<file path="src/rtl/core/sha256_pkg.sv">
package sha256_pkg;

  localparam int unsigned WordW  = 32;
  localparam int unsigned Rounds = 64;
  localparam int unsigned RndW   = $clog2(Rounds);

  // Round constants
  localparam logic [WordW-1:0] ROUND_K [Rounds] = '{
    32'h428A2F98, 32'h71374491, 32'hB5C0FBCF, 32'hE9B5DBA5,
    32'h3956C25B, 32'h59F111F1, 32'h923F82A4, 32'hAB1C5ED5,
    32'hD807AA98, 32'h12835B01, 32'h243185BE, 32'h550C7DC3,
    32'h72BE5D74, 32'h80DEB1FE, 32'h9BDC06A7, 32'hC19BF174,
    32'hE49B69C1, 32'hEFBE4786, 32'h0FC19DC6, 32'h240CA1CC,
    32'h2DE92C6F, 32'h4A7484AA, 32'h5CB0A9DC, 32'h76F988DA,
    32'h983E5152, 32'hA831C66D, 32'hB00327C8, 32'hBF597FC7,
    32'hC6E00BF3, 32'hD5A79147, 32'h06CA6351, 32'h14292967,
    32'h27B70A85, 32'h2E1B2138, 32'h4D2C6DFC, 32'h53380D13,
    32'h650A7354, 32'h766A0ABB, 32'h81C2C92E, 32'h92722C85,
    32'hA2BFE8A1, 32'hA81A664B, 32'hC24B8B70, 32'hC76C51A3,
    32'hD192E819, 32'hD6990624, 32'hF40E3585, 32'h106AA070,
    32'h19A4C116, 32'h1E376C08, 32'h2748774C, 32'h34B0BCB5,
    32'h391C0CB3, 32'h4ED8AA4A, 32'h5B9CCA4F, 32'h682E6FF3,
    32'h748F82EE, 32'h78A5636F, 32'h84C87814, 32'h8CC70208,
    32'h90BEFFFA, 32'hA4506CEB, 32'hBEF9A3F7, 32'hC67178F2
  };

  // Initial hash values H0..H7
  localparam logic [WordW-1:0] H_INIT [8] = '{
    32'h6A09E667, 32'hBB67AE85, 32'h3C6EF372, 32'hA54FF53A,
    32'h510E527F, 32'h9B05688C, 32'h1F83D9AB, 32'h5BE0CD19
  };

  localparam logic [7:0] PAD_BYTE   = 8'h80;
  localparam logic [5:0] LEN_POS    = 6'd56;
  localparam logic [5:0] LAST_POS   = 6'd63;

  typedef enum logic [2:0] {
    ST_IDLE,
    ST_ROUND,
    ST_FOLD,
    ST_PAD,
    ST_EMIT
  } state_e;

  // Control toward the message schedule
  typedef struct packed {
    logic       load;
    logic       step;
    logic [7:0] data;
  } sched_ctl_t;

  // Control toward the round unit
  typedef struct packed {
    logic start;
    logic step;
    logic fold;
    logic shift;
    logic init;
  } round_ctl_t;

  function automatic logic [WordW-1:0] ror(input logic [WordW-1:0] x, input int unsigned n);
    ror = (x >> n) | (x << (WordW - n));
  endfunction

  function automatic logic [WordW-1:0] big_sigma0(input logic [WordW-1:0] x);
    big_sigma0 = ror(x, 2) ^ ror(x, 13) ^ ror(x, 22);
  endfunction

  function automatic logic [WordW-1:0] big_sigma1(input logic [WordW-1:0] x);
    big_sigma1 = ror(x, 6) ^ ror(x, 11) ^ ror(x, 25);
  endfunction

  function automatic logic [WordW-1:0] small_sigma0(input logic [WordW-1:0] x);
    small_sigma0 = ror(x, 7) ^ ror(x, 18) ^ (x >> 3);
  endfunction

  function automatic logic [WordW-1:0] small_sigma1(input logic [WordW-1:0] x);
    small_sigma1 = ror(x, 17) ^ ror(x, 19) ^ (x >> 10);
  endfunction

endpackage

</file>
<file path="src/rtl/core/sha256_sched.sv">
module sha256_sched
  import sha256_pkg::*;
(
  input  logic             clk_i,
  input  sched_ctl_t       ctl_i,
  output logic [WordW-1:0] wt_o
);

  localparam int unsigned BufW = 16 * WordW;

  logic [BufW-1:0]  buf_q;
  logic [WordW-1:0] w0, w1, w9, w14, w_new;

  // Tap the sixteen-word window, word 0 in the top bits
  assign w0  = buf_q[BufW-1 -: WordW];
  assign w1  = buf_q[BufW-1-WordW -: WordW];
  assign w9  = buf_q[BufW-1-9*WordW -: WordW];
  assign w14 = buf_q[BufW-1-14*WordW -: WordW];

  assign w_new = small_sigma1(w14) + w9 + small_sigma0(w1) + w0;
  assign wt_o  = w0;

  // Shift in bytes while collecting, words while scheduling
  always_ff @(posedge clk_i) begin
    if (ctl_i.load) begin
      buf_q <= {buf_q[BufW-9:0], ctl_i.data};
    end else if (ctl_i.step) begin
      buf_q <= {buf_q[BufW-WordW-1:0], w_new};
    end
  end

endmodule

</file>
<file path="src/rtl/core/sha256_round.sv">
module sha256_round
  import sha256_pkg::*;
(
  input  logic             clk_i,
  input  logic             rst_ni,
  input  round_ctl_t       ctl_i,
  input  logic [RndW-1:0]  rnd_i,
  input  logic [WordW-1:0] wt_i,
  output logic [WordW-1:0] digest_o
);

  logic [WordW-1:0] chain_q [8];
  logic [WordW-1:0] v_q [8];
  logic [WordW-1:0] t1, t2, ch, maj;

  // One round of the compression on the working variables
  assign ch  = (v_q[4] & v_q[5]) ^ (~v_q[4] & v_q[6]);
  assign maj = (v_q[0] & v_q[1]) ^ (v_q[0] & v_q[2]) ^ (v_q[1] & v_q[2]);
  assign t1  = v_q[7] + big_sigma1(v_q[4]) + ch + ROUND_K[rnd_i] + wt_i;
  assign t2  = big_sigma0(v_q[0]) + maj;

  assign digest_o = chain_q[0];

  // Load, advance the working variables
  always_ff @(posedge clk_i) begin
    if (ctl_i.start) begin
      for (int i = 0; i < 8; i++) v_q[i] <= chain_q[i];
    end else if (ctl_i.step) begin
      v_q[7] <= v_q[6];
      v_q[6] <= v_q[5];
      v_q[5] <= v_q[4];
      v_q[4] <= v_q[3] + t1;
      v_q[3] <= v_q[2];
      v_q[2] <= v_q[1];
      v_q[1] <= v_q[0];
      v_q[0] <= t1 + t2;
    end
  end

  // Fold the block result into the chain, rotate it out, restart it
  always_ff @(posedge clk_i or negedge rst_ni) begin
    if (!rst_ni) begin
      for (int i = 0; i < 8; i++) chain_q[i] <= H_INIT[i];
    end else if (ctl_i.init) begin
      for (int i = 0; i < 8; i++) chain_q[i] <= H_INIT[i];
    end else if (ctl_i.fold) begin
      for (int i = 0; i < 8; i++) chain_q[i] <= chain_q[i] + v_q[i];
    end else if (ctl_i.shift) begin
      for (int i = 0; i < 7; i++) chain_q[i] <= chain_q[i+1];
      chain_q[7] <= chain_q[0];
    end
  end

endmodule

</file>
<file path="src/rtl/core/sha256_message_hasher.sv">
// SHA-256 message hasher.
// Input channel (s_axis): one message byte per request in tdata, tuser set when
// the byte belongs to the message, tlast on the final request. A final request
// with tuser low ends the message without a byte (empty message allowed).
// Output channel (m_axis): the eight digest words H0..H7 in order, word index
// in tuser, tlast on the eighth word.
// Timing: bytes are accepted back to back; the 64th byte of a block starts the
// shared round unit, which runs one round per cycle and then folds the block
// into the chain value, with s_axis_tready_o low meanwhile. On the final
// request the padding bytes are shifted in at one per cycle up to the end of
// the block; a marker past byte 55 takes a second block of 64 padding bytes.
// The eight digest words go out one per accepted cycle. s_axis_tready_o stays
// low from the final request until the last digest word is taken.
// Reset returns the chain value to the initial hash values and the byte
// count to zero; no clearing pass is needed. A stalled receiver holds the
// current digest word on m_axis until it is taken.
module sha256_message_hasher
  import sha256_pkg::*;
(
  input  logic        clk_i,
  input  logic        rst_ni,
  input  logic        s_axis_tvalid_i,
  output logic        s_axis_tready_o,
  input  logic [7:0]  s_axis_tdata_i,   // [7:0] data_byte
  input  logic        s_axis_tuser_i,   // [0] has_byte
  input  logic        s_axis_tlast_i,
  output logic        m_axis_tvalid_o,
  input  logic        m_axis_tready_i,
  output logic [31:0] m_axis_tdata_o,   // [31:0] digest_word
  output logic [2:0]  m_axis_tuser_o,   // [2:0] word_index
  output logic        m_axis_tlast_o
);

  state_e          state_q, state_d, ret_q, ret_d;
  logic [RndW-1:0] rnd_q, rnd_d;
  logic [5:0]      pos_q, pos_d;
  logic [63:0]     cnt_q, cnt_d;
  logic            sent_q, sent_d;
  logic            lenblk_q, lenblk_d;
  logic [2:0]      idx_q, idx_d;
  logic [63:0]     bits;
  logic [2:0]      len_sel;
  logic [7:0]      pad_data;
  sched_ctl_t      sctl;
  round_ctl_t      rctl;
  logic [WordW-1:0] wt;

  // Pick the next padding byte: marker, zero or length
  assign bits    = {cnt_q[60:0], 3'b000};
  assign len_sel = 3'd7 - pos_q[2:0];
  always_comb begin
    if (!sent_q) begin
      pad_data = PAD_BYTE;
    end else if (lenblk_q && (pos_q >= LEN_POS)) begin
      pad_data = bits[{len_sel, 3'b000} +: 8];
    end else begin
      pad_data = 8'h00;
    end
  end

  always_ff @(posedge clk_i or negedge rst_ni) begin
    if (!rst_ni) begin
      state_q  <= ST_IDLE;
      ret_q    <= ST_IDLE;
      rnd_q    <= '0;
      pos_q    <= '0;
      cnt_q    <= '0;
      sent_q   <= 1'b0;
      lenblk_q <= 1'b0;
      idx_q    <= '0;
    end else begin
      state_q  <= state_d;
      ret_q    <= ret_d;
      rnd_q    <= rnd_d;
      pos_q    <= pos_d;
      cnt_q    <= cnt_d;
      sent_q   <= sent_d;
      lenblk_q <= lenblk_d;
      idx_q    <= idx_d;
    end
  end

  // Sequence collection, rounds, padding and digest output
  always_comb begin
    state_d  = state_q;
    ret_d    = ret_q;
    rnd_d    = rnd_q;
    pos_d    = pos_q;
    cnt_d    = cnt_q;
    sent_d   = sent_q;
    lenblk_d = lenblk_q;
    idx_d    = idx_q;
    sctl     = '0;
    rctl     = '0;
    s_axis_tready_o = 1'b0;
    m_axis_tvalid_o = 1'b0;

    unique case (state_q)
      ST_IDLE: begin
        s_axis_tready_o = 1'b1;
        if (s_axis_tvalid_i) begin
          sent_d   = 1'b0;
          lenblk_d = 1'b0;
          if (s_axis_tuser_i) begin
            sctl.load = 1'b1;
            sctl.data = s_axis_tdata_i;
            cnt_d     = cnt_q + 64'd1;
            pos_d     = pos_q + 6'd1;
          end
          if (s_axis_tuser_i && (pos_q == LAST_POS)) begin
            rctl.start = 1'b1;
            rnd_d      = '0;
            state_d    = ST_ROUND;
            ret_d      = s_axis_tlast_i ? ST_PAD : ST_IDLE;
          end else if (s_axis_tlast_i) begin
            state_d = ST_PAD;
          end
        end
      end

      ST_ROUND: begin
        rctl.step = 1'b1;
        sctl.step = 1'b1;
        rnd_d     = rnd_q + RndW'(1);
        if (rnd_q == RndW'(Rounds - 1)) begin
          state_d = ST_FOLD;
        end
      end

      ST_FOLD: begin
        rctl.fold = 1'b1;
        state_d   = ret_q;
      end

      ST_PAD: begin
        sctl.load = 1'b1;
        sctl.data = pad_data;
        pos_d     = pos_q + 6'd1;
        if (!sent_q) begin
          sent_d = 1'b1;
          if (pos_q < LEN_POS) begin
            lenblk_d = 1'b1;
          end
        end
        if (pos_q == LAST_POS) begin
          rctl.start = 1'b1;
          rnd_d      = '0;
          state_d    = ST_ROUND;
          if (lenblk_q) begin
            ret_d = ST_EMIT;
          end else begin
            ret_d    = ST_PAD;
            lenblk_d = 1'b1;
          end
        end
      end

      ST_EMIT: begin
        m_axis_tvalid_o = 1'b1;
        if (m_axis_tready_i) begin
          rctl.shift = 1'b1;
          idx_d      = idx_q + 3'd1;
          if (idx_q == 3'd7) begin
            rctl.init = 1'b1;
            cnt_d     = '0;
            state_d   = ST_IDLE;
          end
        end
      end

      default: begin
        state_d = ST_IDLE;
      end
    endcase
  end

  assign m_axis_tuser_o = idx_q;
  assign m_axis_tlast_o = (idx_q == 3'd7);

  sha256_sched u_sched (
    .clk_i (clk_i),
    .ctl_i (sctl),
    .wt_o  (wt)
  );

  sha256_round u_round (
    .clk_i    (clk_i),
    .rst_ni   (rst_ni),
    .ctl_i    (rctl),
    .rnd_i    (rnd_q),
    .wt_i     (wt),
    .digest_o (m_axis_tdata_o)
  );

endmodule

</file>
<file path="config.mk">
export PLATFORM = sky130hd
export DESIGN_NAME = sha256_message_hasher
export DESIGN_NICKNAME = d
export VERILOG_FILES = /design/src/rtl/core/sha256_pkg.sv /design/src/rtl/core/sha256_sched.sv /design/src/rtl/core/sha256_round.sv /design/src/rtl/core/sha256_message_hasher.sv
export SDC_FILE = /design/constraint.sdc
export NUM_CORES = 2
export LEC_CHECK = 0
export BUFFER_PORTS_ARGS = -buffer_cell sky130_fd_sc_hd__buf_2
export CAP_MARGIN = 40
export CELL_PAD_IN_SITES_DETAIL_PLACEMENT = 0
export CELL_PAD_IN_SITES_GLOBAL_PLACEMENT = 1
export CORE_ASPECT_RATIO = 1.5
export CORE_MARGIN = 5
export CORE_UTILIZATION = 55
export CTS_CLUSTER_DIAMETER = 200
export CTS_CLUSTER_SIZE = 12
export DETAILED_ROUTE_END_ITERATION = 10
export GPL_ROUTABILITY_DRIVEN = 0
export PLACE_DENSITY_LB_ADDON = 0.25
export SLEW_MARGIN = 10
export SYNTH_ARGS = -nofsm -noshare
export SYNTH_HDL_FRONTEND = slang
export SYNTH_SLANG_ARGS = --single-unit
</file>
<file path="constraint.sdc">
create_clock -name clk_i -period 35.8 [get_ports clk_i]
set_input_delay 8.95 -clock clk_i [delete_from_list [all_inputs] [get_ports clk_i]]
set_output_delay 8.95 -clock clk_i [all_outputs]
set_load 0.02 [all_outputs]
</file>
==> run metrics <==
result of the run finished, violations left; violations in the final reports slew limit; Synth warnings 0; number of design rule violations left after detail routing 0; Cell Count, Final, Fillers Out 10100; CTS tree done; worst-path cell with the longest stage delay buf_4; Synth Flop Type edfxtp_1; starting DRC count in detailed routing between 5000 and 6000; EDFF count, synth ~770; Die Height 465 um; Worst Skew ~0.040 ns; Least-Margin Pin Slew 1.59 ns; list of cells traversed by the critical path buf_2, nand3_1, nand2_4, buf_12, buf_4, buf_4, buf_16; Post-DRT Antenna Nets 0; drt total wl between 200 and 250 mm; max-slew violation count ~50; Worst path max stage delay roughly 0.77 ns; die boundary width 313 um; Port Buffers 51; hold crit path type flop to flop; Max Buffers Root-to-Sink 3; Remaining Overflow, GRT 0; area fraction in and, or, nand and nor cells after synthesis a little under a fifth; most frequent cells in the layout 2505 x nand2_1, 768 x edfxtp_1, 532 x a21oi_1, 523 x o21ai_0, 445 x nor2_1; area enclosed by the die boundary about 150000 um2; maximum operating frequency between 0.08 and 0.09 GHz; Worst Path Max Fanout ~160; register-to-register path setup slack 23.82 ns; share of synthesized area occupied by flip-flops and latches between 40% and 50%; RSZ-0062 raised after global routing no; Filler Cell Count between 10000 and 15000; worst hold margin about 0.5 ns; clock slew at reported path FFs 0.06 ns; Pre-antenna DRT Iters 9; final hold violation count 0; top-level port count 52; ratio of cells with drive above 1 in the final layout between 6 and 7%; MaxCap Viol Count 0; Crit path required time 36.22 ns; cell type with the highest aggregate area in the netlist edfxtp_1; buffer and inverter count on the worst path 5; number of antenna violations at the first check in global routing 2; starting utilization of the core area a little under three fifths; Critical Path End Type flop; Max-Slew Margin vs Limit -6.19%; area of the mapped netlist around 76000 um2; Setup CP Type input pin to flop; vias in the first global route between 60000 and 70000; Cell Rows 167; share of the clock period used by the worst path after layout between 30% and 40%; Worst-Skew Late Latency between 0.7 and 0.8 ns; hold buffer count at CTS 0; post-synth top area share around 30%; final period demand of the worst path 12.28 ns; most common cell after layout, fill and taps aside nand2_1; Crit path top cell by count buf_4; global-route total usage across every layer 32.8%; CTS root buffer clkbuf_16; # setup viols final 0; xor-xnor portion of the synthesized cell area 6.88%; Yosys cell types between 90 and 100; H-tree depth reported by CTS 3; Area growth syn-to-layout 6.04%; total instance count after detailed placement approximately 10000; Area contributors post-synth edfxtp_1 30%, nand2_1 12%, dfrtp_1 6.7%, ha_1 6.5%, fa_1 5.1%; pin count of the biggest net entering global routing ~230; area share of fa/ha/maj cells after synthesis between 10% and 20%; CP top delay family buffers and inverters; synthesized-area fraction occupied by ao, oa, aoi and oai cells between 10 and 15%; mean number of vias per cell between 6 and 7; Arr. time, crit path roughly 13 ns; first-pass GRT wire length roughly 370 mm; final-stage net count between 8000 and 9000; multiplexer area fraction after synthesis 1.57%; setup tns final 0 ns; fraction of synthesis flops using an asynchronous set or reset pin approximately 30%; Wirelength per Cell about 24 um; number of sinks on the clock net around 1100; Yosys reg bits 1107; net count of the mapped netlist around 9100; number of buffers added for setup after CTS 0; crit start category input pin; Core Box Area 138000 um2; Cells after Synth 8492; number of CTS-inserted buffers approximately 100; DPL Wire Length ~180 mm; Synth Area per Inst about 8.9 um2; number of gates resized after cts 0; Vias about 60000; largest family of logic cells by synthesized area simple AND/OR/NAND/NOR gates
final timing paths:
check | from | to | cells past startpoint
worst max-delay path | s_axis_tvalid_i | u_sched.buf_q[148] | 7
worst min-delay path | pos_q[5] | pos_q[5] | 1
worst max register to register | rnd_q[0] | u_round.v_q[0][30] | 40
worst min register to register | pos_q[5] | pos_q[5] | 1
max in group asynchronous | rst_ni | u_round.chain_q[16] | 2
min in group asynchronous | rst_ni | u_round.chain_q[94] | 1
logic make-up (layout without fill, tap and decap cells):
family / after synthesis / after routing
XOR/XNOR: 595 / 595
flip-flops: 1107 / 1107
multiplexers: 90 / 90
other: 0 / 3
AND/OR/NAND/NOR: 3483 / 3483
buffers and inverters: 774 / 599
AO/OA/AOI/OAI: 1829 / 1829
adder cells (fa/ha/maj): 614 / 614
sequential cells by signal, summed over array words and instances (netlist names):
name              count
u_sched.buf_q       512
u_round.v_q         256
u_round.chain_q     224
cnt_q                61
u_round.digest_o     32
pos_q                 6
rnd_q                 6
m_axis_tuser_o        3
state_q               3
ret_q                 2
lenblk_q              1
sent_q                1
Yosys cell counts, drive strengths merged, types with 100 or more instances:
master  count
xor2      199
dfstp     136
dfrtp     203
nand3     100
o21ai     532
a21oi     535
clkbuf    451
fa        195
a21o      184
inv       258
xnor2     395
nor2      450
nand2    2510
ha        397
edfxtp    768
metrics by stage:
step / setup WS [ns] / utilization [%] / instance area, um2
2_1_floorplan: 14.51 / - / 75900
6_report: 23.52 / 58.5 / 80500
3_5_place_dp: 22.83 / 56.3 / 77500
3_3_place_gp: 22.76 / 56.0 / 77200
5_1_grt: 23.36 / 58.5 / 80500
4_1_cts: 23.64 / 58.4 / 80500
area by class of cell:
cell class	instances	area, um2	share of cell area, %
Clock buffer	185	2910	3.61
Multi-Input combinational cell	6611	41300	51.3
Inverter	259	980	1.22
Timing Repair Buffer	149	1300	1.61
Sequential cell	1107	31700	39.4
Clock inverter	6	96.3	0.120
Antenna cell	3	7.51	0.00933
Tap cell	1774	2220	2.76
metal layers:
layer | part of all wire [%] | track usage [%] | wire, um | vias to the layer above
met2 | 48 | 56.0 | 118000 | 2291
li1 | - | - | - | 28700
met3 | 5.4 | 4.30 | 13200 | 848
met1 | 36 | 36.1 | 87400 | 29900
met4 | 11 | 28.2 | 25700 | 2
met5 | 0.0053 | 0 | 13 | -
worst reg2reg max path, delay by kind of cell (launching register included):
family / cells / cell delay, ns
AO/OA/AOI/OAI: 16 / 4.22
adder cells (fa/ha/maj): 7 / 3.74
AND/OR/NAND/NOR: 8 / 1.62
buffers and inverters: 7 / 0.77
XOR/XNOR: 2 / 0.47
flip-flops: 1 / 0.92
Power is not shown: default switching activity piles up to over one toggle a cycle in this logic, so the estimate is an artifact.
